<file path="src/hw/rtl/scm_pkg.sv">
`default_nettype none

package scm_pkg;

   // internal operation codes, set by the front end
   localparam logic [2:0] OP_SAMPLE = 3'd0;
   localparam logic [2:0] OP_FAULT  = 3'd1;
   localparam logic [2:0] OP_LIMITS = 3'd2;
   localparam logic [2:0] OP_RANGE  = 3'd3;
   localparam logic [2:0] OP_TICK   = 3'd4;
   localparam logic [2:0] OP_NOP    = 3'd5;

   // func field codes
   localparam logic [1:0] FUNC_SAMPLE = 2'd0;
   localparam logic [1:0] FUNC_LIMITS = 2'd1;
   localparam logic [1:0] FUNC_TICK   = 2'd2;

   // result status codes
   localparam logic [1:0] STATUS_OK    = 2'd0;
   localparam logic [1:0] STATUS_RANGE = 2'd1;
   localparam logic [1:0] STATUS_FAULT = 2'd2;

   // configuration register indexes
   localparam logic [1:0] CSR_GAIN     = 2'd0;
   localparam logic [1:0] CSR_BIAS     = 2'd1;
   localparam logic [1:0] CSR_CHANNELS = 2'd2;

   // alarm bit positions
   localparam int ALM_LOW   = 0;
   localparam int ALM_HIGH  = 1;
   localparam int ALM_CRIT  = 2;
   localparam int ALM_FAULT = 3;

   localparam logic [4:0] CHANNELS_RESET = 5'd16;

   typedef struct packed {
      logic [2:0]  op;
      logic [3:0]  channel;
      logic [31:0] value;
      logic [31:0] limit_lo;
      logic [31:0] limit_hi;
      logic [31:0] limit_crit;
   } cmd_type;

   typedef struct packed {
      logic [31:0] value;
      logic [31:0] min_val;
      logic [31:0] max_val;
      logic [3:0]  alarms;
      logic        valid;
      logic [31:0] stamp;
      logic [31:0] limit_lo;
      logic [31:0] limit_hi;
      logic [31:0] limit_crit;
   } row_type;

   // handshake between front end and queue, and queue and back end
   typedef struct packed {
      logic push;
      logic full;
   } push_ctl_type;

   typedef struct packed {
      logic pop;
      logic empty;
   } pop_ctl_type;

endpackage

`default_nettype wire

</file>
<file path="src/hw/rtl/scm_rsp_if.sv">
`default_nettype none

interface scm_rsp_if;
   logic        valid;
   logic        ready;
   logic [1:0]  status;
   logic [3:0]  out_channel;
   logic [31:0] scaled_value;
   logic [31:0] lowest_seen;
   logic [31:0] highest_seen;
   logic [3:0]  alarm_bits;
   logic        reading_valid;
   logic [31:0] stamp;

   modport source (
      output valid, status, out_channel, scaled_value, lowest_seen,
             highest_seen, alarm_bits, reading_valid, stamp,
      input  ready
   );
   modport sink (
      input  valid, status, out_channel, scaled_value, lowest_seen,
             highest_seen, alarm_bits, reading_valid, stamp,
      output ready
   );
endinterface

`default_nettype wire

</file>
<file path="src/hw/rtl/scm_back.sv">
`default_nettype none

module scm_back #(
   parameter int CHANNELS = 16
) (
   input  wire                  clock,
   input  wire                  reset,
   input  scm_pkg::pop_ctl_type pop_ctl,
   input  scm_pkg::cmd_type     pop_cmd,
   output logic                 pop,
   scm_rsp_if.source            rsp
);

   localparam int IDX_W = (CHANNELS > 1) ? $clog2(CHANNELS) : 1;

   localparam logic [1:0] ST_IDLE = 2'd0;
   localparam logic [1:0] ST_READ = 2'd1;
   localparam logic [1:0] ST_EXEC = 2'd2;

   logic [1:0]       state_ff;
   logic [1:0]       state_in;
   scm_pkg::cmd_type cmd_ff;
   logic [31:0]      tick_ff;
   logic [31:0]      tick_in;

   scm_pkg::row_type row_mem_ff [CHANNELS];
   logic [CHANNELS-1:0] row_ok_ff;
   scm_pkg::row_type rd_row_ff;
   logic             rd_ok_ff;

   logic [IDX_W-1:0] idx;
   scm_pkg::row_type row;
   scm_pkg::row_type new_row;
   logic             row_write;
   logic             out_free;
   logic             finish;

   logic             rsp_valid_ff;
   logic [1:0]       status_ff;
   logic [3:0]       out_channel_ff;
   scm_pkg::row_type res_row_ff;
   logic [1:0]       status_in;
   logic [3:0]       out_channel_in;
   scm_pkg::row_type res_row_in;

   assign idx      = IDX_W'(cmd_ff.channel);
   assign out_free = !rsp_valid_ff || rsp.ready;
   assign pop      = (state_ff == ST_IDLE) && !pop_ctl.empty;
   assign finish   = (state_ff == ST_EXEC) && out_free;

   always_comb begin
      state_in = state_ff;
      unique case (state_ff)
         ST_IDLE: if (pop) state_in = ST_READ;
         ST_READ: state_in = ST_EXEC;
         ST_EXEC: if (out_free) state_in = ST_IDLE;
         default: state_in = ST_IDLE;
      endcase
   end

   // table read, an entry never written reads as zero
   always_ff @(posedge clock) begin
      rd_row_ff <= row_mem_ff[idx];
      rd_ok_ff  <= row_ok_ff[idx];
   end

   assign row = rd_ok_ff ? rd_row_ff : '0;

   always_comb begin
      new_row        = row;
      row_write      = 1'b0;
      tick_in        = tick_ff;
      status_in      = scm_pkg::STATUS_OK;
      out_channel_in = cmd_ff.channel;
      res_row_in     = '0;
      unique case (cmd_ff.op)
         scm_pkg::OP_TICK: begin
            tick_in          = tick_ff + 32'd1;
            out_channel_in   = '0;
            res_row_in.stamp = tick_ff + 32'd1;
         end
         scm_pkg::OP_NOP: begin
            out_channel_in   = '0;
            res_row_in.stamp = tick_ff;
         end
         scm_pkg::OP_RANGE: begin
            status_in = scm_pkg::STATUS_RANGE;
         end
         scm_pkg::OP_LIMITS: begin
            new_row.limit_lo   = cmd_ff.limit_lo;
            new_row.limit_hi   = cmd_ff.limit_hi;
            new_row.limit_crit = cmd_ff.limit_crit;
            row_write          = 1'b1;
            res_row_in         = new_row;
         end
         scm_pkg::OP_FAULT: begin
            new_row.valid                     = 1'b0;
            new_row.alarms[scm_pkg::ALM_FAULT] = 1'b1;
            row_write                         = 1'b1;
            status_in                         = scm_pkg::STATUS_FAULT;
            res_row_in                        = new_row;
         end
         scm_pkg::OP_SAMPLE: begin
            new_row.value = cmd_ff.value;
            new_row.stamp = tick_ff;
            new_row.valid = 1'b1;
            if ($signed(cmd_ff.value) < $signed(row.min_val) || row.min_val == '0) begin
               new_row.min_val = cmd_ff.value;
            end
            if ($signed(row.max_val) < $signed(cmd_ff.value)) begin
               new_row.max_val = cmd_ff.value;
            end
            new_row.alarms = '0;
            new_row.alarms[scm_pkg::ALM_LOW] = (row.limit_lo != '0) &&
               ($signed(cmd_ff.value) < $signed(row.limit_lo));
            new_row.alarms[scm_pkg::ALM_HIGH] = (row.limit_hi != '0) &&
               ($signed(row.limit_hi) < $signed(cmd_ff.value));
            new_row.alarms[scm_pkg::ALM_CRIT] = (row.limit_crit != '0) &&
               ($signed(row.limit_crit) < $signed(cmd_ff.value));
            row_write  = 1'b1;
            res_row_in = new_row;
         end
         default: ;
      endcase
   end

   always_ff @(posedge clock) begin
      if (finish && row_write) begin
         row_mem_ff[idx] <= new_row;
      end
   end

   always_ff @(posedge clock) begin
      if (reset) begin
         state_ff     <= ST_IDLE;
         tick_ff      <= '0;
         row_ok_ff    <= '0;
         rsp_valid_ff <= 1'b0;
      end else begin
         state_ff <= state_in;
         if (finish) begin
            tick_ff <= tick_in;
            if (row_write) begin
               row_ok_ff[idx] <= 1'b1;
            end
         end
         if (finish) begin
            rsp_valid_ff <= 1'b1;
         end else if (rsp.ready) begin
            rsp_valid_ff <= 1'b0;
         end
      end
   end

   always_ff @(posedge clock) begin
      if (pop_ctl.pop) begin
         cmd_ff <= pop_cmd;
      end
      if (finish) begin
         status_ff      <= status_in;
         out_channel_ff <= out_channel_in;
         res_row_ff     <= res_row_in;
      end
   end

   assign rsp.valid         = rsp_valid_ff;
   assign rsp.status        = status_ff;
   assign rsp.out_channel   = out_channel_ff;
   assign rsp.scaled_value  = res_row_ff.value;
   assign rsp.lowest_seen   = res_row_ff.min_val;
   assign rsp.highest_seen  = res_row_ff.max_val;
   assign rsp.alarm_bits    = res_row_ff.alarms;
   assign rsp.reading_valid = res_row_ff.valid;
   assign rsp.stamp         = res_row_ff.stamp;

endmodule

`default_nettype wire

</file>
<file path="src/flat_wrapper.sv">
// flat-port wrapper written by rule: the top's interface ports become plain ports
module scm_back_flat 
#(
   parameter int CHANNELS = 16
)
  (clock, reset, pop_ctl, pop_cmd, pop, rsp_valid, rsp_status, rsp_out_channel, rsp_scaled_value, rsp_lowest_seen, rsp_highest_seen, rsp_alarm_bits, rsp_reading_valid, rsp_stamp, rsp_ready);
  scm_rsp_if rsp_i ();
  input  wire clock;
  input  wire reset;
  input  scm_pkg::pop_ctl_type pop_ctl;
  input  scm_pkg::cmd_type pop_cmd;
  output logic pop;
  output wire logic [$bits(rsp_i.valid)-1:0] rsp_valid;
  output wire logic [$bits(rsp_i.status)-1:0] rsp_status;
  output wire logic [$bits(rsp_i.out_channel)-1:0] rsp_out_channel;
  output wire logic [$bits(rsp_i.scaled_value)-1:0] rsp_scaled_value;
  output wire logic [$bits(rsp_i.lowest_seen)-1:0] rsp_lowest_seen;
  output wire logic [$bits(rsp_i.highest_seen)-1:0] rsp_highest_seen;
  output wire logic [$bits(rsp_i.alarm_bits)-1:0] rsp_alarm_bits;
  output wire logic [$bits(rsp_i.reading_valid)-1:0] rsp_reading_valid;
  output wire logic [$bits(rsp_i.stamp)-1:0] rsp_stamp;
  input wire logic [$bits(rsp_i.ready)-1:0] rsp_ready;
  assign rsp_valid = rsp_i.valid;
  assign rsp_status = rsp_i.status;
  assign rsp_out_channel = rsp_i.out_channel;
  assign rsp_scaled_value = rsp_i.scaled_value;
  assign rsp_lowest_seen = rsp_i.lowest_seen;
  assign rsp_highest_seen = rsp_i.highest_seen;
  assign rsp_alarm_bits = rsp_i.alarm_bits;
  assign rsp_reading_valid = rsp_i.reading_valid;
  assign rsp_stamp = rsp_i.stamp;
  assign rsp_i.ready = rsp_ready;
  scm_back #(.CHANNELS(CHANNELS)) u_core (.clock(clock), .reset(reset), .pop_ctl(pop_ctl), .pop_cmd(pop_cmd), .pop(pop), .rsp(rsp_i));
endmodule
</file>
<file path="config.mk">
export PLATFORM = sky130hd
export DESIGN_NAME = scm_back_flat
export DESIGN_NICKNAME = d
export VERILOG_FILES = /design/src/hw/rtl/scm_pkg.sv /design/src/hw/rtl/scm_rsp_if.sv /design/src/hw/rtl/scm_back.sv /design/src/flat_wrapper.sv
export SDC_FILE = /design/constraint.sdc
export NUM_CORES = 2
export LEC_CHECK = 0
export ABC_CLOCK_PERIOD_IN_PS = 35700
export BUFFER_PORTS_ARGS = -buffer_cell sky130_fd_sc_hd__buf_2
export CAP_MARGIN = 20
export CORE_MARGIN = 2
export CORE_UTILIZATION = 50
export DETAILED_ROUTE_END_ITERATION = 10
export HOLD_SLACK_MARGIN = 0.03
export PLACE_DENSITY = 0.78
export SYNTH_ARGS = -nofsm -noshare
export SYNTH_HDL_FRONTEND = slang
export SYNTH_SLANG_ARGS = --single-unit
</file>
<file path="constraint.sdc">
create_clock -name clock -period 35.7 [get_ports clock]
set_input_delay 1.785 -clock clock [delete_from_list [all_inputs] [get_ports clock]]
set_output_delay 1.785 -clock clock [all_outputs]
set_load 0.03 [all_outputs]
</file>
==> run_results.csv <==
group,metric,value,unit
synth,synth_common_cells,"edfxtp_1, mux4_2, nand2_1",
timing,fin_worst_skew,0.127,ns
timing,fin_crit_sh,0.223,
routing,drc_errors,0,
critical_path,cpLargestDelayFamily,"buffers and inverters",
timing,finalSetupTns,0,ns
synth,synthTopCellsByArea,"edfxtp_1, mux4_2, dfxtp_1",
power_and_ir_drop,power_density,56.6,nW/um^2
routing,drt_first_pass_iters,7,
critical_path,start_kind,"flop",
cts,cts-root-buf,"clkbuf_16",
power_and_ir_drop,peakVddDrop,48.9,uV
synth,ys_seq_elements,4219,
grt,grt_overflow,0,
grt,grt_util_met3,0.0608,
worst_hold_path,hp-class,"flop to flop",
synth,synth.most_common_cell,"edfxtp_1",
cts,cts_tree,"done",
power_and_ir_drop,cellLeakagePower,60.1,nW
synth,synth_cell_type_count,74,
critical_path,crit_slowest_cell,"mux2i_1",
synth,async_reset_ff_frac,0,
synth,ys_warn_count,0,
synth,synth-edff-count,3938,
grt,busiest_layer,"met2",
critical_path,arrival,8.51,ns
synth,synthesis.area,162000,sq um
grt,grt_antenna_before_repair,36,
timing,relSlewSlack,0.194,
status,status,"completed",
routing,wl_per_cell,34.1,um
placement,portBuffers,280,
grt,grt_max_degree,140,
critical_path,worstPathRequired,36.26,ns
critical_path,path_buf_inv,4,
die,die_area,328000,sq um
placement,place.gp.congestion,0.885,
die,start_util,0.503,
cts,htreeDepth,5,
job,maxCapViolCount,0,
timing,worstMarginPinSlew,1.21,ns
placement,place_hpwl,234000,um
die,boundaryPins,281,
cts,ctsHoldBuffers,0,
timing,holdWs,0.470,ns
cts,cts_setup_buffers,0,
routing,viasPerCell,6.56,
grt,grt_pass1_wl,615000,um
cts,clk_latency,1.01,ns
timing,hold_viol_final,0,
cts,numClockSinks,4219,
grt,grt_use_met1,0.338,
die,fp.coreArea,322000,sq um
critical_path,cp-end-kind,"flop",
grt,use_met2,0.409,
cts,cts_buffer_depth,4,
timing,rsz0062_at_grt,"no",
die,die_h,573,um
finish,final_layout_size_suffix_gt1_frac,0.292,
routing,vias,83300,
synth,synth_nets,7720,
synth,syn_avg_cell_area,21.8,sq um
grt,grt_pass1_vias,83900,
cts,cts_resized,0,
routing,drt_iter0_markers,13300,
critical_path,critPathKind,"flop to flop",
die,die_w,573,um
cts,cts_buffers,405,
synth,syn_inst,7424,
critical_path,cpPeakStageDelay,0.99,ns
cts,clkTransAtPathRegs,0.06,ns
finish,area_delta_synth_final,13.4,%
timing,max_freq,0.126,GHz
critical_path,path_common_cell,"buf_4",
timing,post-route-min-period,7.95,ns
synth,netlist.area_leader.share,0.730,
synth,seq_area_frac_synth,0.765,
critical_path,path_cells,"buf_4 > buf_4 > buf_4 > nand2_1 > ha_1 > a21oi_1 > o21ai_0 > a221oi_1 > a2111o_1 > o22ai_1 > a311oi_4 > buf_4 > mux2i_1",
timing,drv_slew,0,
grt,track_usage,0.260,
die,num_rows,208,
synth,synth_top_area_cell,"edfxtp_1",
timing,setup_violations,0,
routing,postRouteAntennaNets,0,
routing,wirelength,432000,um
critical_path,critPathMaxFanout,56,
synth,synth-main-ff-cell,"edfxtp_1",
finish,layout.nets,8317,
-- state kept, by name (all words and copies together), names as in the netlist --
| register | count |
|---|---|
| u_core.row_mem_ff | 3664 |
| u_core.rd_row_ff | 229 |
| u_core.cmd_ff | 131 |
| u_core.rsp.highest_seen | 32 |
| u_core.rsp.lowest_seen | 32 |
| u_core.rsp.scaled_value | 32 |
| u_core.rsp.stamp | 32 |
| u_core.tick_ff | 32 |
| u_core.row_ok_ff | 16 |
| u_core.idx | 4 |
| u_core.rsp.alarm_bits | 4 |
| u_core.rsp.out_channel | 4 |
| u_core.rsp.status | 2 |
| u_core.state_ff | 2 |
| u_core.rd_ok_ff | 1 |
| u_core.rsp.reading_valid | 1 |
| u_core.rsp.valid | 1 |
-- routing by layer --
layer  vias up  wire length [um]
met5         -               149
met4        22             27600
met3      1129             51100
met2      6340            205000
met1     43400            149000
li1      32400                 -
-- power breakdown --
group | internal, mW | leakage (nW) | switching (mW) | total [mW]
logic | 0.234 | 14.5 | 0.316 | 0.550
registers | 5.44 | 39.1 | 0.0543 | 5.49
clock network | 2.48 | 6.60 | 1.87 | 4.35
total | 8.15 | 60.1 | 2.25 | 10.4
-- cells in the final DEF, fill, tap and decap left out, drive strengths merged, types with 104 or more instances in the layout --
cell type / n
a21oi: 104
buf: 591
clkbuf: 561
clkinv: 133
dfxtp: 281
edfxtp: 3938
ha: 156
mux4: 1150
nand2: 326
nor2: 116
o21ai: 188
-- area by class of cell --
class | instances | area [sq um]
clock inverter | 195 | 2370
tap | 4305 | 5390
clock buffer | 560 | 11200
antenna | 18 | 45.0
multi-input combinational | 2730 | 36400
inverter | 73 | 274
sequential | 4219 | 124000
fill | 22200 | 138000
timing repair buffer | 592 | 4010
-- worst paths after layout --
path | start | end | slack [ns] | cells past startpoint
worst max-delay path | u_core.rd_ok_ff | u_core.row_mem_ff[12][171] | 27.75 | 13
worst min-delay path | u_core.row_ok_ff[2] | u_core.row_ok_ff[2] | 0.47 | 2
worst max register to register | u_core.rd_ok_ff | u_core.row_mem_ff[12][171] | 27.75 | 13
worst min register to register | u_core.row_ok_ff[2] | u_core.row_ok_ff[2] | 0.47 | 2
-- stage by stage --
stage	area, sq um	util	setup WS, ns	std cells	total power, mW
5_1_grt	184000	0.571	27.51	12700	10.6
4_1_cts	183000	0.569	27.93	12600	10.4
2_1_floorplan	162000	-	8.95	7424	5.93
6_report	184000	0.571	27.75	12700	10.4
3_5_place_dp	170000	0.527	27.82	11900	6.13
3_3_place_gp	169000	0.527	27.95	11800	6.11
-- worst register-to-register path: stages (launching register included) --
cell and delay [ns]:
dfxtp_4 0.67, buf_4 0.56, buf_4 0.71, buf_4 0.78, nand2_1 0.36, ha_1 0.43, a21oi_1 0.13, o21ai_0 0.13
a221oi_1 0.54, a2111o_1 0.27, o22ai_1 0.12, a311oi_4 0.96, buf_4 0.85, mux2i_1 1.04
-- kinds of logic after synthesis --
| logic type | after synthesis | synth area share |
|---|---|---|
| buffers and inverters | 475 | 0.0112 |
| AO/OA/AOI/OAI | 524 | 0.0206 |
| adder cells (fa/ha/maj) | 156 | 0.0121 |
| flip-flops | 4219 | 0.765 |
| XOR/XNOR | 36 | 0.00195 |
| AND/OR/NAND/NOR | 764 | 0.0226 |
| multiplexers | 1250 | 0.167 |
No activity file was read; power rests on OpenSTA's default activity.
