$ cat src/hw/rtl/scm_pkg.sv
`default_nettype none

package scm_pkg;

   // internal operation codes, set by the front end
   localparam logic [2:0] OP_SAMPLE = 3'd0;
   localparam logic [2:0] OP_FAULT  = 3'd1;
   localparam logic [2:0] OP_LIMITS = 3'd2;
   localparam logic [2:0] OP_RANGE  = 3'd3;
   localparam logic [2:0] OP_TICK   = 3'd4;
   localparam logic [2:0] OP_NOP    = 3'd5;

   // func field codes
   localparam logic [1:0] FUNC_SAMPLE = 2'd0;
   localparam logic [1:0] FUNC_LIMITS = 2'd1;
   localparam logic [1:0] FUNC_TICK   = 2'd2;

   // result status codes
   localparam logic [1:0] STATUS_OK    = 2'd0;
   localparam logic [1:0] STATUS_RANGE = 2'd1;
   localparam logic [1:0] STATUS_FAULT = 2'd2;

   // configuration register indexes
   localparam logic [1:0] CSR_GAIN     = 2'd0;
   localparam logic [1:0] CSR_BIAS     = 2'd1;
   localparam logic [1:0] CSR_CHANNELS = 2'd2;

   // alarm bit positions
   localparam int ALM_LOW   = 0;
   localparam int ALM_HIGH  = 1;
   localparam int ALM_CRIT  = 2;
   localparam int ALM_FAULT = 3;

   localparam logic [4:0] CHANNELS_RESET = 5'd16;

   typedef struct packed {
      logic [2:0]  op;
      logic [3:0]  channel;
      logic [31:0] value;
      logic [31:0] limit_lo;
      logic [31:0] limit_hi;
      logic [31:0] limit_crit;
   } cmd_type;

   typedef struct packed {
      logic [31:0] value;
      logic [31:0] min_val;
      logic [31:0] max_val;
      logic [3:0]  alarms;
      logic        valid;
      logic [31:0] stamp;
      logic [31:0] limit_lo;
      logic [31:0] limit_hi;
      logic [31:0] limit_crit;
   } row_type;

   // handshake between front end and queue, and queue and back end
   typedef struct packed {
      logic push;
      logic full;
   } push_ctl_type;

   typedef struct packed {
      logic pop;
      logic empty;
   } pop_ctl_type;

endpackage

`default_nettype wire

$ cat src/hw/rtl/scm_req_if.sv
`default_nettype none

interface scm_req_if;
   logic        valid;
   logic        ready;
   logic [1:0]  func;
   logic [3:0]  channel;
   logic [31:0] raw_reading;
   logic        read_fault;
   logic [31:0] new_low_limit;
   logic [31:0] new_high_limit;
   logic [31:0] new_crit_limit;

   modport source (
      output valid, func, channel, raw_reading, read_fault,
             new_low_limit, new_high_limit, new_crit_limit,
      input  ready
   );
   modport sink (
      input  valid, func, channel, raw_reading, read_fault,
             new_low_limit, new_high_limit, new_crit_limit,
      output ready
   );
endinterface

`default_nettype wire

$ cat src/hw/rtl/scm_csr_if.sv
`default_nettype none

interface scm_csr_if;
   logic        valid;
   logic        ready;
   logic [1:0]  index;
   logic [31:0] data;

   modport source (
      output valid, index, data,
      input  ready
   );
   modport sink (
      input  valid, index, data,
      output ready
   );
endinterface

`default_nettype wire

$ cat src/hw/rtl/scm_front.sv
`default_nettype none

module scm_front #(
   parameter int CHANNELS = 16
) (
   input  wire                       clock,
   input  wire                       reset,
   scm_req_if.sink                   req,
   scm_csr_if.sink                   csr,
   output scm_pkg::push_ctl_type     push_ctl,
   input  wire                       queue_full,
   output scm_pkg::cmd_type          push_cmd
);

   logic [15:0]      gain_ff;
   logic [31:0]      bias_ff;
   logic [4:0]       chan_use_ff;

   logic             stage_valid_ff;
   logic             stage_valid_in;
   scm_pkg::cmd_type stage_cmd_ff;
   scm_pkg::cmd_type stage_cmd_in;

   logic             accept;
   logic             push;
   logic             out_of_range;
   logic [31:0]      gain_ext;

   // configuration registers
   assign csr.ready = 1'b1;

   always_ff @(posedge clock) begin
      if (reset) begin
         gain_ff     <= 16'd1;
         bias_ff     <= '0;
         chan_use_ff <= scm_pkg::CHANNELS_RESET;
      end else if (csr.valid) begin
         unique case (csr.index)
            scm_pkg::CSR_GAIN:     gain_ff     <= csr.data[15:0];
            scm_pkg::CSR_BIAS:     bias_ff     <= csr.data;
            scm_pkg::CSR_CHANNELS: chan_use_ff <= csr.data[4:0];
            default: ;
         endcase
      end
   end

   // classify and scale
   assign out_of_range = ({1'b0, req.channel} >= chan_use_ff) ||
                         (32'(req.channel) >= 32'(CHANNELS));
   assign gain_ext     = {{16{gain_ff[15]}}, gain_ff};

   always_comb begin
      stage_cmd_in            = '0;
      stage_cmd_in.channel    = req.channel;
      stage_cmd_in.value      = req.raw_reading * gain_ext;
      stage_cmd_in.limit_lo   = req.new_low_limit;
      stage_cmd_in.limit_hi   = req.new_high_limit;
      stage_cmd_in.limit_crit = req.new_crit_limit;
      priority if (req.func == scm_pkg::FUNC_TICK) begin
         stage_cmd_in.op = scm_pkg::OP_TICK;
      end else if (req.func != scm_pkg::FUNC_SAMPLE && req.func != scm_pkg::FUNC_LIMITS) begin
         stage_cmd_in.op = scm_pkg::OP_NOP;
      end else if (out_of_range) begin
         stage_cmd_in.op = scm_pkg::OP_RANGE;
      end else if (req.func == scm_pkg::FUNC_LIMITS) begin
         stage_cmd_in.op = scm_pkg::OP_LIMITS;
      end else if (req.read_fault) begin
         stage_cmd_in.op = scm_pkg::OP_FAULT;
      end else begin
         stage_cmd_in.op = scm_pkg::OP_SAMPLE;
      end
   end

   assign push      = stage_valid_ff && !queue_full;
   assign req.ready = !stage_valid_ff || !queue_full;
   assign accept    = req.valid && req.ready;

   always_comb begin
      stage_valid_in = stage_valid_ff;
      if (accept) begin
         stage_valid_in = 1'b1;
      end else if (push) begin
         stage_valid_in = 1'b0;
      end
   end

   always_ff @(posedge clock) begin
      if (reset) begin
         stage_valid_ff <= 1'b0;
      end else begin
         stage_valid_ff <= stage_valid_in;
      end
   end

   always_ff @(posedge clock) begin
      if (accept) begin
         stage_cmd_ff <= stage_cmd_in;
      end
   end

   // offset added on the way into the queue
   always_comb begin
      push_cmd       = stage_cmd_ff;
      push_cmd.value = stage_cmd_ff.value + bias_ff;
   end

   assign push_ctl.push = push;
   assign push_ctl.full = queue_full;

endmodule

`default_nettype wire

$ cat src/flat_wrapper.sv
// flat-port wrapper written by rule: the top's interface ports become plain ports
module scm_front_flat 
#(
   parameter int CHANNELS = 16
)
  (clock, reset, push_ctl, queue_full, push_cmd, req_valid, req_func, req_channel, req_raw_reading, req_read_fault, req_new_low_limit, req_new_high_limit, req_new_crit_limit, req_ready, csr_valid, csr_index, csr_data, csr_ready);
  scm_req_if req_i ();
  scm_csr_if csr_i ();
  input  wire clock;
  input  wire reset;
  output scm_pkg::push_ctl_type push_ctl;
  input  wire queue_full;
  output scm_pkg::cmd_type push_cmd;
  input wire logic [$bits(req_i.valid)-1:0] req_valid;
  input wire logic [$bits(req_i.func)-1:0] req_func;
  input wire logic [$bits(req_i.channel)-1:0] req_channel;
  input wire logic [$bits(req_i.raw_reading)-1:0] req_raw_reading;
  input wire logic [$bits(req_i.read_fault)-1:0] req_read_fault;
  input wire logic [$bits(req_i.new_low_limit)-1:0] req_new_low_limit;
  input wire logic [$bits(req_i.new_high_limit)-1:0] req_new_high_limit;
  input wire logic [$bits(req_i.new_crit_limit)-1:0] req_new_crit_limit;
  output wire logic [$bits(req_i.ready)-1:0] req_ready;
  input wire logic [$bits(csr_i.valid)-1:0] csr_valid;
  input wire logic [$bits(csr_i.index)-1:0] csr_index;
  input wire logic [$bits(csr_i.data)-1:0] csr_data;
  output wire logic [$bits(csr_i.ready)-1:0] csr_ready;
  assign req_i.valid = req_valid;
  assign req_i.func = req_func;
  assign req_i.channel = req_channel;
  assign req_i.raw_reading = req_raw_reading;
  assign req_i.read_fault = req_read_fault;
  assign req_i.new_low_limit = req_new_low_limit;
  assign req_i.new_high_limit = req_new_high_limit;
  assign req_i.new_crit_limit = req_new_crit_limit;
  assign req_ready = req_i.ready;
  assign csr_i.valid = csr_valid;
  assign csr_i.index = csr_index;
  assign csr_i.data = csr_data;
  assign csr_ready = csr_i.ready;
  scm_front #(.CHANNELS(CHANNELS)) u_core (.clock(clock), .reset(reset), .req(req_i), .csr(csr_i), .push_ctl(push_ctl), .queue_full(queue_full), .push_cmd(push_cmd));
endmodule
$ cat config.mk
export PLATFORM = sky130hd
export DESIGN_NAME = scm_front_flat
export DESIGN_NICKNAME = d
export VERILOG_FILES = /design/src/hw/rtl/scm_pkg.sv /design/src/hw/rtl/scm_req_if.sv /design/src/hw/rtl/scm_csr_if.sv /design/src/hw/rtl/scm_front.sv /design/src/flat_wrapper.sv
export SDC_FILE = /design/constraint.sdc
export NUM_CORES = 1
export LEC_CHECK = 0
export BUFFER_PORTS_ARGS = -buffer_cell sky130_fd_sc_hd__buf_2
export CORE_MARGIN = 2
export CORE_UTILIZATION = 59
export CTS_CLUSTER_DIAMETER = 200
export CTS_CLUSTER_SIZE = 25
export DETAILED_ROUTE_END_ITERATION = 10
export HOLD_SLACK_MARGIN = 0.06
export PLACE_DENSITY = 0.82
export SKIP_CTS_REPAIR_TIMING = 1
export SYNTH_ARGS = -nofsm -noshare
export SYNTH_HDL_FRONTEND = slang
export SYNTH_SLANG_ARGS = --single-unit
$ cat constraint.sdc
create_clock -name clock -period 9.3 [get_ports clock]
set_clock_uncertainty 0.15 [all_clocks]
set_input_delay 1.86 -clock clock [delete_from_list [all_inputs] [get_ports clock]]
set_output_delay 1.86 -clock clock [all_outputs]
set_load 0.01 [all_outputs]
==> impl_metrics.toml, run 1 <==
[outcome]
status = "completed"

[clocking]
clk_pin_slew_ns = 0.07
cts_max_path_buffers = 2
clock-sinks = 189
clk_latency_ns = 0.44
cts_root_buffer = "clkbuf_16"
cts_buffers = 17
cts_tree = "done"
htree_levels = 4

[worst_setup_path]
cp.required_ns = 9.31
cp-end-kind = "flop"
crit_type = "in2reg"
arrival_ns = 7.59
crit_fanout = 16
start_kind = "primary input"

[floorplan]
row_count = 68
chipWidth_um = 190
core-area_um2 = 34400
die_y_um = 190
io_pins = 313
start_util = 0.595
dieArea_um2 = 36200

[power_and_ir_drop]
ir_drop_mv = 0.146
p_leak_nw = 10.4
power_density_nw_per_um2 = 142
p_total_mw = 3.16

[timing]
relSlewSlack = 0.0759
finalHoldViolCount = 0
slew_viol_final = 0
grt_setup_unrepaired = "no"
finalSetupTns_ns = 0
setup_viol = 0
period_share = 0.814
final.min_clock_period_ns = 7.57
max_clock_freq_mhz = 132
worstMarginPinSlew_ns = 1.38

[place]
dp_cells = 2727
place_congestion = 0.928
dpl.hpwl_um = 41900
portBuffers = 311

[worst_hold_path]
hold_class = "reg2reg"

[logic_synthesis]
synth.cell_area_um2 = 20500
syn-num-nets = 2746
yosys_most_used_dff = "edfxtp_1"
synth-seq-cells = 189
ys_types = 59
synthArstFlopShare = 0
ys_warn_count = 0
syn_area_per_cell_um2 = 9.56
synth_edf_count = 135
syn_inst = 2140
ys_seq_area_frac = 0.251

[global_routing]
grt_pass1_vias = 15800
grt_overflow = 0
grt_antenna_before_repair = 2
grt_start_max_net_pins = 71
grt_use_total = 0.299
grt_pass1_wl_um = 83300

[cells_and_area]
utilization = 0.645
final_cells = 2761
layout_commonest_cell = "inv_1"
drive_gt1_frac = 0.160
nets = 2897
multi_input_area_um2 = 12700
n_fill_cell = 2726
register_area_um2 = 5130
final_cell_mix = "inv_1, nand2_1, buf_2"
areaGrowthSynthToFinish_pct = 8.29

[job]
cap_violations = 0

[drt]
ant_nets = 0
wl_per_cell_um = 19.1
dr_total_vias = 15100
viasPerCell = 5.47
drc = 0
wirelength_um = 52800
drt-initial-drc-count = 1116
drt_first_pass_iters = 7
-- cells in the mapped netlist, types with 3 or more instances --
cell	instances	area share
a21oi_1	97	0.024
nor3b_1	3	0.0011
a21o_1	22	0.0081
nand4_1	3	0.00092
nor2_1	53	0.0097
xor2_1	19	0.0081
o21ai_0	25	0.0061
nor2b_1	5	0.0015
mux2i_1	5	0.0024
a211oi_1	10	0.0037
dfxtp_1	54	0.053
o21bai_1	7	0.0026
o21a_1	10	0.0037
ha_1	127	0.078
fa_1	305	0.30
inv_1	411	0.075
nand3_1	16	0.0039
o2111ai_1	3	0.0013
or3_1	3	0.00092
xnor2_1	60	0.026
nand3b_1	3	0.0011
a21oi_2	3	0.0013
a31oi_1	3	0.00092
o211ai_1	4	0.0015
edfxtp_1	135	0.20
and2_1	161	0.049
nand2b_1	14	0.0043
buf_4	106	0.039
nor3_1	15	0.0037
and3_1	4	0.0012
nand2_1	333	0.061
clkbuf_1	84	0.015
-- flip-flops by register name (all words and copies together), names as in the netlist --
name and cells:
u_core.chan_use_ff 5, u_core.push_cmd 103, u_core.stage_cmd_ff 32, u_core.bias_ff 32
u_core.gain_ff 16, u_core.stage_valid_ff 1
-- path summary, 6_finish.rpt --
check | startpoint | end | slack [ns] | cells past startpoint
max | req_raw_reading[8] | u_core.stage_cmd_ff[127] | 1.73 | 21
max reg2reg | u_core.gain_ff[5] | u_core.stage_cmd_ff[127] | 2.16 | 20
min | u_core.bias_ff[15] | u_core.bias_ff[15] | 0.31 | 2
min reg2reg | u_core.bias_ff[15] | u_core.bias_ff[15] | 0.31 | 2
-- metrics by stage --
step           cell area [µm²]  hold WS [ns]  worst slack [ns]
2_1_floorplan            20500         0.286              1.83
3_3_place_gp             21600         0.296              1.45
3_5_place_dp             21600         0.302              1.32
4_1_cts                  22200         0.312              1.78
5_1_grt                  22200         0.324              1.47
6_report                 22200         0.310              1.73
-- cell families after synthesis --
family / synth area share
compound gates: 0.0629
mux: 0.00245
fa+ha+maj: 0.376
buf+inv: 0.130
flops: 0.251
xor+xnor: 0.0338
other cells: 0.000183
simple gates: 0.144
-- per-layer routing --
| metal | vias to the layer above | wire, µm | global-route usage |
|---|---|---|---|
| met3 | 124 | 4890 | 0.0574 |
| met1 | 7448 | 20200 | 0.379 |
| met2 | 766 | 25800 | 0.511 |
| met4 | 0 | 1930 | 0.117 |
| li1 | 6755 | - | - |
| met5 | - | 0 | 0 |
-- worst max-delay path, cell delays in order --
cell       delay (ns)
buf_2            0.22
and2_1           0.23
fa_1             0.53
inv_1            0.05
fa_1             0.48
fa_1             0.52
inv_1            0.06
fa_1             0.45
fa_1             0.52
inv_1            0.05
fa_1             0.48
inv_1            0.04
ha_1             0.33
nand3_1          0.19
o211ai_1         0.39
and3b_1          0.24
a21o_1           0.23
o21ba_2          0.25
o2111ai_1        0.20
a21oi_1          0.10
xnor2_1          0.14
-- final cells by class --
cell class                      count  share of cell area
Inverter                          411              0.0696
Antenna cell                        2            0.000226
Clock inverter                     14             0.00633
Clock buffer                       18              0.0203
Timing Repair Buffer              322              0.0740
Tap cell                          455              0.0257
Sequential cell                   189               0.232
Multi-Input combinational cell   1350               0.572
-- where the power goes --
part	internal, mW	switching (mW)
sequential	1.03	0.0491
clock	0.374	0.349
combinational	0.541	0.812
total	1.95	1.21
No activity file was read; power rests on OpenSTA's default activity.
==> run 2, diff against run 1 <==
ABC_AREA = 1   (was default)
CORE_UTILIZATION = 54   (was 59)
PLACE_DENSITY = 0.79   (was 0.82)
clock period = 6.6 ns   (was 9.3 ns; I/O delays follow)
==> impl_metrics.toml, run 2 <==
[power_and_ir_drop]
power_density_nw_per_um2 = 279
switching_share = 0.440
p_leak_nw = 13.3
clkPwrFrac = 0.153
p_total_mw = 6.76
power_frac_comb = 0.610
p_int_mw = 3.79
p_seq_frac = 0.237
ir_drop_mv = 0.206
p_sw_mw = 2.97

[clocking]
cts_max_path_buffers = 2
cts_buffers = 17
clk_pin_slew_ns = 0.08
htree_levels = 4
cts_tree = "done"
clock-sinks = 189
cts_root_buffer = "clkbuf_16"
clk_latency_ns = 0.44

[timing]
final.min_clock_period_ns = 6.36
worstMarginPinSlew_ns = 1.15
slew_viol_final = 0
finalHoldViolCount = 0
period_share = 0.964
grt_setup_unrepaired = "yes"
relSlewSlack = 0.231
setup_viol = 0
max_clock_freq_mhz = 157

[cells_and_area]
final_cells = 3385
areaGrowthSynthToFinish_pct = 11.9
utilization = 0.611
nets = 3449
drive_gt1_frac = 0.178
final_cell_mix = "inv_1, nand2_1, fa_1, buf_2, nor2_1"
largest_register_ffs = 103
layout_commonest_cell = "inv_1"
n_fill_cell = 3362

[global_routing]
grt_overflow = 0
grt_use_total = 0.285
gr-max-usage-layer = "met2"
grt_start_max_net_pins = 126
grt.met2_usage = 0.524
grt_use_met1 = 0.337
grt_antenna_before_repair = 6
use_met3 = 0.0242
grt_pass1_wl_um = 92200
grt_pass1_vias = 18400

[floorplan]
row_count = 73
io_pins = 313
die_y_um = 204
start_util = 0.546
dieArea_um2 = 41700
chipWidth_um = 204
core-area_um2 = 39600

[logic_synthesis]
synth_top_area_share = 0.282
syn-num-nets = 3207
synth.cell_area_um2 = 21600
yosys.cell_count.top_type = "inv_1"
synthTopCellsByArea = "fa_1, edfxtp_1, inv_1"
ys_warn_count = 0
synth_edf_count = 135
yosys_most_used_dff = "edfxtp_1"
synth-seq-cells = 189
syn_inst = 2601
syn_area_per_cell_um2 = 8.32
ys_top_cells_by_count = "inv_1, nand2_1, fa_1, nor2_1, edfxtp_1"
yosysTopAreaCell = "fa_1"
ys_seq_area_frac = 0.237
synthArstFlopShare = 0
ys_types = 50

[worst_setup_path]
reg2reg_depth = 22
path_buf_inv = 6
arrival_ns = 6.49
crit_family = "adder cells"
slowest_stage = "fa_1"
reg2reg_to = "u_core.stage_cmd_ff[121]"
crit_fanout = 14
max_stage_delay_ns = 0.55
start_kind = "primary input"
worstSetupStartpoint = "req_raw_reading[13]"
crit_path_frequent_cell = "fa_1"
crit_type = "in2reg"
crit_end = "u_core.stage_cmd_ff[121]"
cp-end-kind = "flop"
worstReg2RegStart = "u_core.gain_ff[13]"
cp_num_cells = 22
r2r_setup_slack_ns = 0.39
worstPathCellList = "buf_2, nand2_1, fa_1, fa_1, inv_1, fa_1, fa_1, fa_1, inv_1, fa_1, inv_1, ha_1, buf_4, nand2_2, inv_2, nand2_2, nor2_2, nand4_1, nand3_2, nand3_1, nand2_1, xor2_2"
cp.required_ns = 6.73

[place]
dpl.hpwl_um = 47400
place_congestion = 0.933
dp_cells = 3349
portBuffers = 311

[drt]
wirelength_um = 58000
dr_total_vias = 17400
ant_nets = 0
wl_per_cell_um = 17.1
drc = 0
viasPerCell = 5.13
drt-initial-drc-count = 1356
drt_first_pass_iters = 5

[outcome]
status = "completed"

[worst_hold_path]
hold_class = "reg2reg"
holdPathStages = 2

[job]
cap_violations = 0
run 2: how the worst min path moves through the flow:
stage	endpoint	slack (ns)	start
4_1_cts	u_core.chan_use_ff[0]	0.32	u_core.chan_use_ff[0]
5_1_grt	u_core.chan_use_ff[0]	0.37	u_core.chan_use_ff[0]
6_report	u_core.chan_use_ff[0]	0.36	u_core.chan_use_ff[0]
2_1_floorplan	u_core.chan_use_ff[0]	0.28	u_core.chan_use_ff[0]
3_3_place_gp	u_core.chan_use_ff[0]	0.29	u_core.chan_use_ff[0]
3_5_place_dp	u_core.chan_use_ff[0]	0.30	u_core.chan_use_ff[0]
run 2: worst min-delay path: cells and delay by family (launching register included):
| kind | cells | cell delay, ns |
|---|---|---|
| compound gates | 1 | 0.05 |
| flops | 1 | 0.34 |
| buf+inv | 1 | 0.07 |
run 2: routing by layer:
layer,wire length [µm],vias up
li1,-,8066
met1,21900,8362
met2,29600,787
met3,3740,148
met4,2740,0
met5,0,-
run 2: power groups by stage:
stage	registers, mW	clock network (mW)	logic, mW
detailed placement	1.63	0	4.06
global route	1.61	1.08	4.62
floorplan	1.59	0	2.54
CTS	1.60	1.04	4.08
finish	1.60	1.03	4.12
global placement	1.63	0	3.95
run 2: layout make-up:
cell class / count / area (µm²) / share of cell area
antenna: 4 / 10.0 / 0.000414
tap: 525 / 657 / 0.0271
multi-input combinational: 1547 / 12800 / 0.531
clock inverter: 12 / 153 / 0.00631
clock buffer: 20 / 447 / 0.0185
sequential: 189 / 5130 / 0.212
inverter: 667 / 2500 / 0.103
timing repair buffer: 421 / 2450 / 0.101
run 2: metrics by stage:
stage,TNS (ns),worst slack [ns],hold slack (ns),cell area (µm²)
after floorplan,0,0.00178,0.277,21600
after global placement,-1.22,-0.320,0.295,23600
after detailed placement,-2.21,-0.328,0.303,23600
after CTS,0,0.137,0.317,24200
after global routing,-0.0115,-0.0115,0.372,24200
final,0,0.237,0.359,24200
run 2: logic make-up after synthesis:
logic type | share of synthesized area
compound gates | 0.0520
buf+inv | 0.170
flops | 0.237
xor+xnor | 0.0211
other cells | 0.000173
simple gates | 0.164
fa+ha+maj | 0.356
