## src/hw/rtl/scm_pkg.sv

```systemverilog
`default_nettype none

package scm_pkg;

   // internal operation codes, set by the front end
   localparam logic [2:0] OP_SAMPLE = 3'd0;
   localparam logic [2:0] OP_FAULT  = 3'd1;
   localparam logic [2:0] OP_LIMITS = 3'd2;
   localparam logic [2:0] OP_RANGE  = 3'd3;
   localparam logic [2:0] OP_TICK   = 3'd4;
   localparam logic [2:0] OP_NOP    = 3'd5;

   // func field codes
   localparam logic [1:0] FUNC_SAMPLE = 2'd0;
   localparam logic [1:0] FUNC_LIMITS = 2'd1;
   localparam logic [1:0] FUNC_TICK   = 2'd2;

   // result status codes
   localparam logic [1:0] STATUS_OK    = 2'd0;
   localparam logic [1:0] STATUS_RANGE = 2'd1;
   localparam logic [1:0] STATUS_FAULT = 2'd2;

   // configuration register indexes
   localparam logic [1:0] CSR_GAIN     = 2'd0;
   localparam logic [1:0] CSR_BIAS     = 2'd1;
   localparam logic [1:0] CSR_CHANNELS = 2'd2;

   // alarm bit positions
   localparam int ALM_LOW   = 0;
   localparam int ALM_HIGH  = 1;
   localparam int ALM_CRIT  = 2;
   localparam int ALM_FAULT = 3;

   localparam logic [4:0] CHANNELS_RESET = 5'd16;

   typedef struct packed {
      logic [2:0]  op;
      logic [3:0]  channel;
      logic [31:0] value;
      logic [31:0] limit_lo;
      logic [31:0] limit_hi;
      logic [31:0] limit_crit;
   } cmd_type;

   typedef struct packed {
      logic [31:0] value;
      logic [31:0] min_val;
      logic [31:0] max_val;
      logic [3:0]  alarms;
      logic        valid;
      logic [31:0] stamp;
      logic [31:0] limit_lo;
      logic [31:0] limit_hi;
      logic [31:0] limit_crit;
   } row_type;

   // handshake between front end and queue, and queue and back end
   typedef struct packed {
      logic push;
      logic full;
   } push_ctl_type;

   typedef struct packed {
      logic pop;
      logic empty;
   } pop_ctl_type;

endpackage

`default_nettype wire

```

## src/hw/rtl/scm_queue.sv

```systemverilog
`default_nettype none

module scm_queue (
   input  wire                   clock,
   input  wire                   reset,
   input  scm_pkg::push_ctl_type push_ctl,
   input  scm_pkg::cmd_type      push_cmd,
   output logic                  full,
   input  wire                   pop,
   output scm_pkg::pop_ctl_type  pop_ctl,
   output scm_pkg::cmd_type      pop_cmd
);

   scm_pkg::cmd_type slot_ff [2];
   logic             wr_ptr_ff;
   logic             rd_ptr_ff;
   logic [1:0]       count_ff;
   logic [1:0]       count_in;
   logic             do_push;
   logic             do_pop;

   assign full    = (count_ff == 2'd2);
   assign do_push = push_ctl.push && !push_ctl.full;
   assign do_pop  = pop && (count_ff != 2'd0);

   always_comb begin
      count_in = count_ff;
      if (do_push && !do_pop) begin
         count_in = count_ff + 2'd1;
      end else if (do_pop && !do_push) begin
         count_in = count_ff - 2'd1;
      end
   end

   always_ff @(posedge clock) begin
      if (reset) begin
         wr_ptr_ff <= 1'b0;
         rd_ptr_ff <= 1'b0;
         count_ff  <= '0;
      end else begin
         if (do_push) begin
            wr_ptr_ff <= !wr_ptr_ff;
         end
         if (do_pop) begin
            rd_ptr_ff <= !rd_ptr_ff;
         end
         count_ff <= count_in;
      end
   end

   always_ff @(posedge clock) begin
      if (do_push) begin
         slot_ff[wr_ptr_ff] <= push_cmd;
      end
   end

   assign pop_cmd       = slot_ff[rd_ptr_ff];
   assign pop_ctl.pop   = do_pop;
   assign pop_ctl.empty = (count_ff == 2'd0);

endmodule

`default_nettype wire

```

## config.mk

```make
export PLATFORM = sky130hd
export DESIGN_NAME = scm_queue
export DESIGN_NICKNAME = d
export VERILOG_FILES = /design/src/hw/rtl/scm_pkg.sv /design/src/hw/rtl/scm_queue.sv
export SDC_FILE = /design/constraint.sdc
export NUM_CORES = 1
export LEC_CHECK = 0
export BUFFER_PORTS_ARGS = -buffer_cell sky130_fd_sc_hd__buf_2
export CAP_MARGIN = 40
export CORE_UTILIZATION = 56
export DETAILED_ROUTE_END_ITERATION = 16
export PLACE_DENSITY = 0.95
export SYNTH_ARGS = -nofsm -noshare
export SYNTH_HDL_FRONTEND = slang
export SYNTH_SLANG_ARGS = --single-unit
```

## constraint.sdc

```tcl
create_clock -name clock -period 16.7 [get_ports clock]
set_input_delay 4.175 -clock clock [delete_from_list [all_inputs] [get_ports clock]]
set_output_delay 4.175 -clock clock [all_outputs]
set_load 0.005 [all_outputs]
```

==> results.json, run 1 <==
{
  "finClkSkew_ps": 12.1,
  "setup_tns_ps": 0,
  "finalHoldViolations": 0,
  "rows": 48,
  "cts_buffer_depth": 3,
  "cp.arrival_ps": 4640,
  "ir_worst_vdd_mv": 0.113,
  "p_int_w": 0.00128,
  "cpMostUsedCell": "buf_2",
  "clk_pin_slew_ps": 60,
  "grt_pass1_vias": 5435,
  "critPathLaunchType": "input pin",
  "vias": 5191,
  "hpwl_um": 12900,
  "postCtsHoldBufs": 0,
  "area_growth_pct": 24.8,
  "first_pass_iters": 5,
  "start_util": 0.581,
  "fmax_mhz": 113,
  "hp-class": "reg2reg",
  "drc": 0,
  "p_sw_w": 0.000393,
  "fin_crit_ps": 8820,
  "grt_max_degree": 67,
  "die-area_mm2": 0.0187,
  "seqPwrFrac": 0.481,
  "yosysSeqAreaShare": 0.808,
  "tightest_slew_ps": 881,
  "cts_tree": "yes",
  "cts_sinks": 275,
  "vias_per_cell": 5.24,
  "gr-total-overflow": 0,
  "slew_headroom": 0.413,
  "required_ps": 12520,
  "clk_latency_ps": 510,
  "gp_congestion": 0.699,
  "p_per_area_mw_per_mm2": 132,
  "clockPowerShare": 0.329,
  "syn_inst": 445,
  "io_buffers": 277,
  "ys_warn_count": 0,
  "synth_top_area_share": 0.798,
  "cp_top_family": "buffers and inverters",
  "postRouteWirelength_um": 19100,
  "drtIter0Drc": 240,
  "worstPathCellList": "buf_2 -> o21ai_1 -> inv_1 -> buf_2",
  "yosys_register_bits": 275,
  "antenna_found_initial": 1,
  "num-nets-final": 885,
  "fillers": 1036,
  "crit_slowest_cell": "o21ai_1",
  "criticalPathCategory": "in2out",
  "slowest_delay_ps": 150,
  "p_comb_frac": 0.191,
  "max_cap_viol_count": 0,
  "cts_setup_buffers": 0,
  "cp-end-kind": "primary output",
  "use_met3": 0.0489,
  "synth_area_leader_cell": "edfxtp_1",
  "grt_use_total": 0.199,
  "use_met1": 0.223,
  "cts_root_buf": "clkbuf_16",
  "synthTopCellsByArea": "edfxtp_1 (80%), mux2_2 (9.4%), mux2_4 (7.4%), dfxtp_1 (0.99%), buf_6 (0.78%)",
  "met2_usage": 0.367,
  "core_mm2": 0.0175,
  "wl_per_cell_um": 19.3,
  "synthesis.area_mm2": 0.0102,
  "ios": 278,
  "setup_viol": 0,
  "antenna_left": 0,
  "cts_inserted_buffers": 27,
  "syn-num-nets": 586,
  "drv_slew": 0,
  "cts_resized": 0,
  "outcome": "finished clean",
  "avgSynthCellArea_um2": 22.8,
  "p_leak_nw": 4.81,
  "busiest_layer": "met2",
  "rsz0062_at_grt": "false",
  "grt_pass1_wl_um": 27800,
  "finalCritPeriodShare": 0.528,
  "dieHeight_um": 137,
  "totalPowerFinal_w": 0.00167,
  "fp.dieW_um": 137,
  "ys_types": 18,
  "cp_max_fo": 3,
  "switching_share": 0.235,
  "crit_buf_inv": 3,
  "ctsHtreeMaxLevel": 1,
  "drive_above_1_share": 0.603
}
synth_stat cells:
| cell | instances |
|---|---|
| a21oi_1 | 1 |
| and2_1 | 1 |
| buf_2 | 8 |
| buf_4 | 1 |
| buf_6 | 7 |
| dfxtp_1 | 5 |
| edfxtp_1 | 270 |
| ha_1 | 1 |
| inv_1 | 1 |
| mux2_2 | 85 |
| mux2_4 | 50 |
| nor2_1 | 5 |
| nor2b_1 | 3 |
| o21ai_0 | 1 |
| o21ai_1 | 1 |
| or3_1 | 1 |
| xnor2_1 | 1 |
| xor2_1 | 3 |
placed cells by master (no fill, tap or decap), types with 2 or more instances in the layout:
| cell type | count |
|---|---|
| buf_16 | 4 |
| buf_2 | 277 |
| buf_4 | 4 |
| clkbuf_1 | 3 |
| clkbuf_16 | 27 |
| clkinv_1 | 9 |
| clkinv_2 | 6 |
| dfxtp_1 | 4 |
| edfxtp_1 | 270 |
| mux2_2 | 85 |
| mux2_4 | 50 |
| nor2_1 | 5 |
| nor2b_1 | 2 |
| xor2_1 | 3 |
tightest hold or removal path, cell delays in order, from the launching register on:
cell     delay (ps)
dfxtp_1         330
xor2_1           90
nor2_1           80
state kept, by name, indices dropped and copies added (netlist names), named ones only:
name       count
count_ff       2
rd_ptr_ff      1
slot_ff      270
wr_ptr_ff      1
power by group through the flow:
stage | registers, W | logic, W | clock network, W
6_report | 0.000804 | 0.000319 | 0.000550
5_1_grt | 0.000807 | 0.000342 | 0.000587
3_3_place_gp | 0.000837 | 0.000284 | 0
3_5_place_dp | 0.000819 | 0.000321 | 0
2_1_floorplan | 0.000815 | 0.000207 | 0
4_1_cts | 0.000805 | 0.000324 | 0.000563
cell type report:
class,instances,area [um2],area share
sequential,275,8210,0.647
multi-input combinational,153,1830,0.144
timing repair buffer,286,1550,0.122
clock buffer,30,687,0.0542
tap,225,282,0.0222
clock inverter,19,119,0.00937
inverter,1,3.75,0.000296
antenna,1,2.50,0.000197
final timing paths:
kind                                 from               to  slack, ps  cells past startpoint
worst max-delay path                  pop       pop_ctl[1]       7880                      4
worst min register to register  rd_ptr_ff             flop        540                      2
worst max register to register  wr_ptr_ff  slot_ff[1][127]      14610                      4
worst min-delay path            rd_ptr_ff             flop        540                      2
cell families after synthesis:
kind of cell	synth area share
buffers and inverters	0.0128
AOI/OAI and AO/OA	0.00148
xor gates and xnor gates	0.00345
and+or+nand+nor	0.00493
DFF	0.808
muxes	0.168
adders and majority gates	0.00123
metrics by stage:
stage                     cells  cell area, um2  setup WS [ps]   util  hold WS [ps]
after detailed placement    940           11900           7890  0.679           517
after CTS                   989           12700           7890  0.726           543
after global routing        990           12700           7850  0.726           566
after global placement      935           11700           7930  0.672           503
after floorplan             445           10200           5670      -           472
final                       990           12700           7880  0.726           540
metal layers:
| metal | up-vias | wire length [um] |
|---|---|---|
| li1 | 2372 | - |
| met1 | 2538 | 6850 |
| met2 | 238 | 10200 |
| met3 | 43 | 1620 |
| met4 | 0 | 487 |
| met5 | - | 0 |
Power figures use the tool's default switching activity.
==> run 2: changes to the inputs <==
--- a/config.mk
+++ b/config.mk
@@ -5,11 +5,12 @@
 export SDC_FILE = /design/constraint.sdc
 export NUM_CORES = 1
 export LEC_CHECK = 0
+export ABC_AREA = 1
 export BUFFER_PORTS_ARGS = -buffer_cell sky130_fd_sc_hd__buf_2
 export CAP_MARGIN = 40
-export CORE_UTILIZATION = 56
+export CORE_UTILIZATION = 47
 export DETAILED_ROUTE_END_ITERATION = 16
-export PLACE_DENSITY = 0.95
+export PLACE_DENSITY = 0.87
 export SYNTH_ARGS = -nofsm -noshare
 export SYNTH_HDL_FRONTEND = slang
 export SYNTH_SLANG_ARGS = --single-unit
==> constraint.sdc (replaced) <==
create_clock -name clock -period 8.1 [get_ports clock]
set_input_delay 2.025 -clock clock [delete_from_list [all_inputs] [get_ports clock]]
set_output_delay 2.025 -clock clock [all_outputs]
set_load 0.005 [all_outputs]
==> run 2 against run 1 <==
Die area increased by 19%; critical path type is now reg2out; synthesized cell count grew 3.1%; first-iteration DRC count is 44% lower; clock skew fell by 6.4 ps; worst hold slack lost 9.7 ps; sequential power increased by 100%; setup slack got worse by 4500 ps; combinational power up 9.7%; sequential cell count did not move; routed wire length shrank 2.4%; count of clock-buffer cells in the layout rose by 6; total power rose by 90%.
==> results.json, run 2 <==
{
  "p_sw_w": 0.000648,
  "drc": 0,
  "vias_per_cell": 4.93,
  "p_leak_nw": 4.88,
  "yosys_register_bits": 275,
  "hp-start": "rd_ptr_ff",
  "max_cap_viol_count": 0,
  "cts_setup_buffers": 0,
  "largest_register_ffs": 270,
  "rsz0062_at_grt": "false",
  "ios": 278,
  "drv_slew": 0,
  "finClkSkew_ps": 5.77,
  "final_area_mm2": 0.0128,
  "start_util": 0.481,
  "synth_area_leader_cell": "edfxtp_1",
  "grt_pass1_vias": 5481,
  "clockPowerShare": 0.375,
  "cp.arrival_ps": 2690,
  "syn_inst": 459,
  "timing.rr.start": "wr_ptr_ff",
  "fmax_mhz": 212,
  "cp_max_fo": 54,
  "slew_headroom": 0.446,
  "setup_viol": 0,
  "dieHeight_um": 149,
  "wl_per_cell_um": 17.7,
  "postCtsHoldBufs": 0,
  "hp-class": "reg2reg",
  "mostFrequentLayoutCells": "buf_2 (277), edfxtp_1 (270), mux2_2 (85), mux2_4 (50), clkbuf_16 (27)",
  "layout_commonest_cell": "buf_2",
  "seqPwrFrac": 0.515,
  "grt_pass1_wl_um": 28200,
  "finalCritPeriodShare": 0.582,
  "yosysSeqAreaShare": 0.806,
  "synthTopCellsByArea": "edfxtp_1 (80%), mux2_2 (9.4%), mux2_4 (7.4%), dfxtp_1 (0.98%), buf_6 (0.77%)",
  "ys_types": 16,
  "cts_tree": "yes",
  "cts_sinks": 275,
  "fp.dieW_um": 149,
  "totalPowerFinal_w": 0.00318,
  "first_pass_iters": 4,
  "die-area_mm2": 0.0223,
  "synthesis.area_mm2": 0.0102,
  "gr-total-overflow": 0,
  "grt_use_total": 0.165,
  "p_per_area_mw_per_mm2": 248,
  "tightest_slew_ps": 831,
  "core_mm2": 0.0212,
  "ctsHtreeMaxLevel": 1,
  "antenna_found_initial": 3,
  "gp_congestion": 0.765,
  "drive_above_1_share": 0.595,
  "vias": 5192,
  "fin_crit_ps": 4710,
  "postRouteWirelength_um": 18700,
  "cp-end-kind": "primary output",
  "critPathLaunchType": "flop",
  "synth_edf_count": 270,
  "finalHoldViolations": 0,
  "outcome": "finished clean",
  "required_ps": 6080,
  "clk_latency_ps": 520,
  "ys_warn_count": 0,
  "ir_worst_vdd_mv": 0.178,
  "synth_top_area_share": 0.796,
  "antenna_left": 0,
  "syn-num-nets": 600,
  "hpwl_um": 12500,
  "placed_area_mm2": 0.0120,
  "yosysMostFrequentCell": "edfxtp_1",
  "synthTopCellsByCount": "edfxtp_1 (270), mux2_2 (85), mux2_4 (50)",
  "cts_root_buf": "clkbuf_16",
  "rows": 53,
  "clk_pin_slew_ps": 60,
  "fillers": 1540,
  "avgSynthCellArea_um2": 22.2,
  "regMostFlops": "slot_ff",
  "io_buffers": 277,
  "p_int_w": 0.00253,
  "cts_inserted_buffers": 27,
  "cts_resized": 0,
  "cts_buffer_depth": 3,
  "synth_ff_type": "edfxtp_1",
  "grt_max_degree": 66,
  "num-nets-final": 901,
  "setup_tns_ps": 0,
  "synthArstFlopShare": 0,
  "drtIter0Drc": 134,
  "area_growth_pct": 26.2,
  "p_comb_frac": 0.110,
  "switching_share": 0.204,
  "utilization": 0.607,
  "criticalPathCategory": "reg2out",
  "reg_top3": "slot_ff (270), count_ff (2)"
}
==> run 2: changes by cell type after synthesis, moves of 3 or more <==
cell     delta
nor2_1      +5
inv_1       +9
xor2_1      -3
nor2b_1     -3
nand2_1     +6
==> run 2: cells by family after synthesis <==
| group | Yosys count | share of synthesized area |
|---|---|---|
| flops | 275 | 0.806 |
| mux | 135 | 0.168 |
| buf+inv | 26 | 0.0161 |
| simple gates | 19 | 0.00749 |
| compound gates | 3 | 0.00147 |
| fa+ha+maj | 1 | 0.00123 |
==> run 2: stage by stage <==
step                setup slack (ps)  instances  hold slack, ps
floorplan                       1840        459             467
global placement                3570       1001             487
detailed placement              3630       1006             516
CTS                             3320       1052             532
global route                    3250       1053             583
finish                          3390       1054             531
==> run 2: metal layers <==
metal	global-route usage	part of all wire
met5	0	0.00091
met4	0.0566	0.024
met3	0.0471	0.078
met2	0.306	0.54
met1	0.180	0.36
==> run 2: final cells by class <==
cell class / instances / area (um2) / share of cell area
Sequential cell: 275 / 8210 / 0.639
Multi-Input combinational cell: 158 / 1830 / 0.142
Timing Repair Buffer: 288 / 1570 / 0.122
Clock buffer: 36 / 729 / 0.0568
Tap cell: 275 / 344 / 0.0268
Clock inverter: 10 / 125 / 0.00974
Inverter: 10 / 37.5 / 0.00292
Antenna cell: 2 / 5.00 / 0.000390
==> run 2: worst paths after layout <==
path	end	slack (ps)	depth (start not counted)
max	pop_cmd[53]	3390	4
min	rd_ptr_ff	530	2
max reg2reg	slot_ff[1][78]	6600	4
min reg2reg	rd_ptr_ff	530	2
==> run 2: worst max-delay path, cell delays in order, from the launching register on <==
cell	delay [ps]
dfxtp_4	500
buf_16	320
buf_4	720
mux2_2	430
buf_2	130
==> run 2: power groups by stage <==
stage | logic, W | registers [W] | clock network [W]
finish | 0.000350 | 0.00164 | 0.00119
global route | 0.000380 | 0.00164 | 0.00127
CTS | 0.000356 | 0.00164 | 0.00123
detailed placement | 0.000354 | 0.00167 | 0
global placement | 0.000319 | 0.00168 | 0
floorplan | 0.000210 | 0.00166 | 0
==> run 3: changes to the inputs <==
--- a/config.mk
+++ b/config.mk
@@ -8,9 +8,9 @@
 export ABC_AREA = 1
 export BUFFER_PORTS_ARGS = -buffer_cell sky130_fd_sc_hd__buf_2
 export CAP_MARGIN = 40
-export CORE_UTILIZATION = 47
+export CORE_UTILIZATION = 52
 export DETAILED_ROUTE_END_ITERATION = 16
-export PLACE_DENSITY = 0.87
+export PLACE_DENSITY = 0.9
 export SYNTH_ARGS = -nofsm -noshare
 export SYNTH_HDL_FRONTEND = slang
 export SYNTH_SLANG_ARGS = --single-unit
==> constraint.sdc (replaced) <==
create_clock -name clock -period 4.9 [get_ports clock]
set_input_delay 1.225 -clock clock [delete_from_list [all_inputs] [get_ports clock]]
set_output_delay 1.225 -clock clock [all_outputs]
set_load 0.005 [all_outputs]
==> run 3 against run 2 <==
Routed wire length up 1.0%; count of clock-buffer cells in the layout up 4; clock skew up 3.1 ps; total power up 63%; via count up 0.40%; worst hold slack worse by 11 ps; sequential share of layout area up 0.77 points; utilization up 6.2 points; critical path depth down 1; first-iteration DRC count up 110%; critical endpoint is now pop_cmd[19].
==> results.json, run 3 (synthesized netlist as in run 2, its figures left out) <==
{
  "cts_inserted_buffers": 27,
  "vias_per_cell": 5.04,
  "tightest_slew_ps": 793,
  "required_ps": 3670,
  "gp_congestion": 0.721,
  "p_leak_nw": 4.81,
  "seqPwrFrac": 0.525,
  "fp.dieW_um": 142,
  "ctsHtreeMaxLevel": 1,
  "cp_max_fo": 55,
  "start_util": 0.537,
  "first_pass_iters": 4,
  "wl_per_cell_um": 18.2,
  "finClkSkew_ps": 8.88,
  "layout_commonest_cell": "buf_2",
  "max_cap_viol_count": 0,
  "critPathLaunchType": "flop",
  "finalHoldViolations": 0,
  "clockPowerShare": 0.366,
  "antenna_left": 0,
  "setup_tns_ps": 0,
  "grt_max_degree": 137,
  "cts_tree": "yes",
  "clk_pin_slew_ps": 60,
  "regMostFlops": "slot_ff",
  "finalCritPeriodShare": 0.692,
  "postRouteWirelength_um": 18900,
  "num-nets-final": 894,
  "setup_viol": 0,
  "dieHeight_um": 142,
  "reg_top3": "slot_ff (270), count_ff (2)",
  "cts_resized": 0,
  "cp.arrival_ps": 2170,
  "grt_pass1_vias": 5470,
  "vias": 5213,
  "drc": 0,
  "p_comb_frac": 0.109,
  "fmax_mhz": 295,
  "area_growth_pct": 24.7,
  "worstPathCellList": "buf_12 -> mux2_2 -> buf_2",
  "slew_headroom": 0.471,
  "gr-total-overflow": 0,
  "drive_above_1_share": 0.589,
  "antenna_found_initial": 3,
  "ios": 278,
  "postCtsHoldBufs": 0,
  "crit_slowest_cell": "dfxtp_4",
  "hpwl_um": 12200,
  "hp-class": "reg2reg",
  "io_buffers": 277,
  "p_sw_w": 0.00108,
  "grt_use_total": 0.182,
  "ir_worst_vdd_mv": 0.324,
  "setup_slack_ps": 1510,
  "cp-end-kind": "primary output",
  "slowest_delay_ps": 680,
  "clk_latency_ps": 520,
  "cts_setup_buffers": 0,
  "p_per_area_mw_per_mm2": 408,
  "criticalPathCategory": "reg2out",
  "mostFrequentLayoutCells": "buf_2 (277), edfxtp_1 (270), mux2_2 (85), mux2_4 (50), clkbuf_16 (27)",
  "fin_crit_ps": 3390,
  "cts_sinks": 275,
  "switching_share": 0.208,
  "die-area_mm2": 0.0201,
  "drtIter0Drc": 282,
  "preCtsSetupSlack_ps": 2030,
  "rows": 50,
  "grt_pass1_wl_um": 27900,
  "rsz0062_at_grt": "false",
  "drv_slew": 0,
  "p_int_w": 0.00410,
  "largest_register_ffs": 270,
  "cts_buffer_depth": 3,
  "core_mm2": 0.0190,
  "outcome": "finished clean",
  "cts_root_buf": "clkbuf_16"
}
-- run 3: cell types whose count changed in the layout (fill, tap and decap cells not counted), moves of 2 or more --
cell | before | now
buf_12 | 0 | 4
buf_16 | 5 | 0
buf_4 | 6 | 0
bufinv_16 | 3 | 1
clkbuf_1 | 7 | 10
-- run 3: metrics by stage --
step	hold slack [ps]	std cells	cell area (um2)	power (W)	util
global placement	489	984	11900	0.00331	0.626
global route	550	1035	12700	0.00536	0.670
CTS	522	1032	12700	0.00524	0.669
finish	520	1035	12700	0.00518	0.670
detailed placement	508	984	11900	0.00333	0.626
floorplan	467	459	10200	0.00310	-
-- run 3: routing by layer --
metal  vias to the layer above  global-route usage  share of wire
met5                         -                   0              0
met4                         0              0.0628          0.026
met3                        42              0.0589          0.090
met2                       234               0.326           0.52
met1                      2538               0.206           0.37
li1                       2399                   -              -
-- run 3: power by group through the flow --
stage / sequential, W / combinational (W) / clock [W]
2_1_floorplan: 0.00275 / 0.000347 / 0
3_3_place_gp: 0.00276 / 0.000551 / 0
3_5_place_dp: 0.00277 / 0.000565 / 0
4_1_cts: 0.00272 / 0.000570 / 0.00195
5_1_grt: 0.00273 / 0.000609 / 0.00203
6_report: 0.00272 / 0.000562 / 0.00190
-- run 3: critical path: cells and delay by family, from the launching register on --
kind / cells / cell delay, ps
buf+inv: 2 / 520
flops: 1 / 680
mux: 1 / 400
-- run 3: path summary, 6_finish.rpt --
kind / from / end / slack, ps / cells past startpoint
max reg2reg: wr_ptr_ff / slot_ff[1][122] / 3240 / 3
max: flop / pop_cmd[19] / 1510 / 3
min reg2reg: rd_ptr_ff / rd_ptr_ff / 520 / 2
min: rd_ptr_ff / rd_ptr_ff / 520 / 2
-- run 3: cell type report --
cell class	count	area, um2
Timing Repair Buffer	281	1470
Fill cell	1219	6260
Clock buffer	40	754
Sequential cell	275	8210
Multi-Input combinational cell	158	1830
Clock inverter	8	66.3
Tap cell	260	325
Inverter	10	37.5
Antenna cell	3	7.51
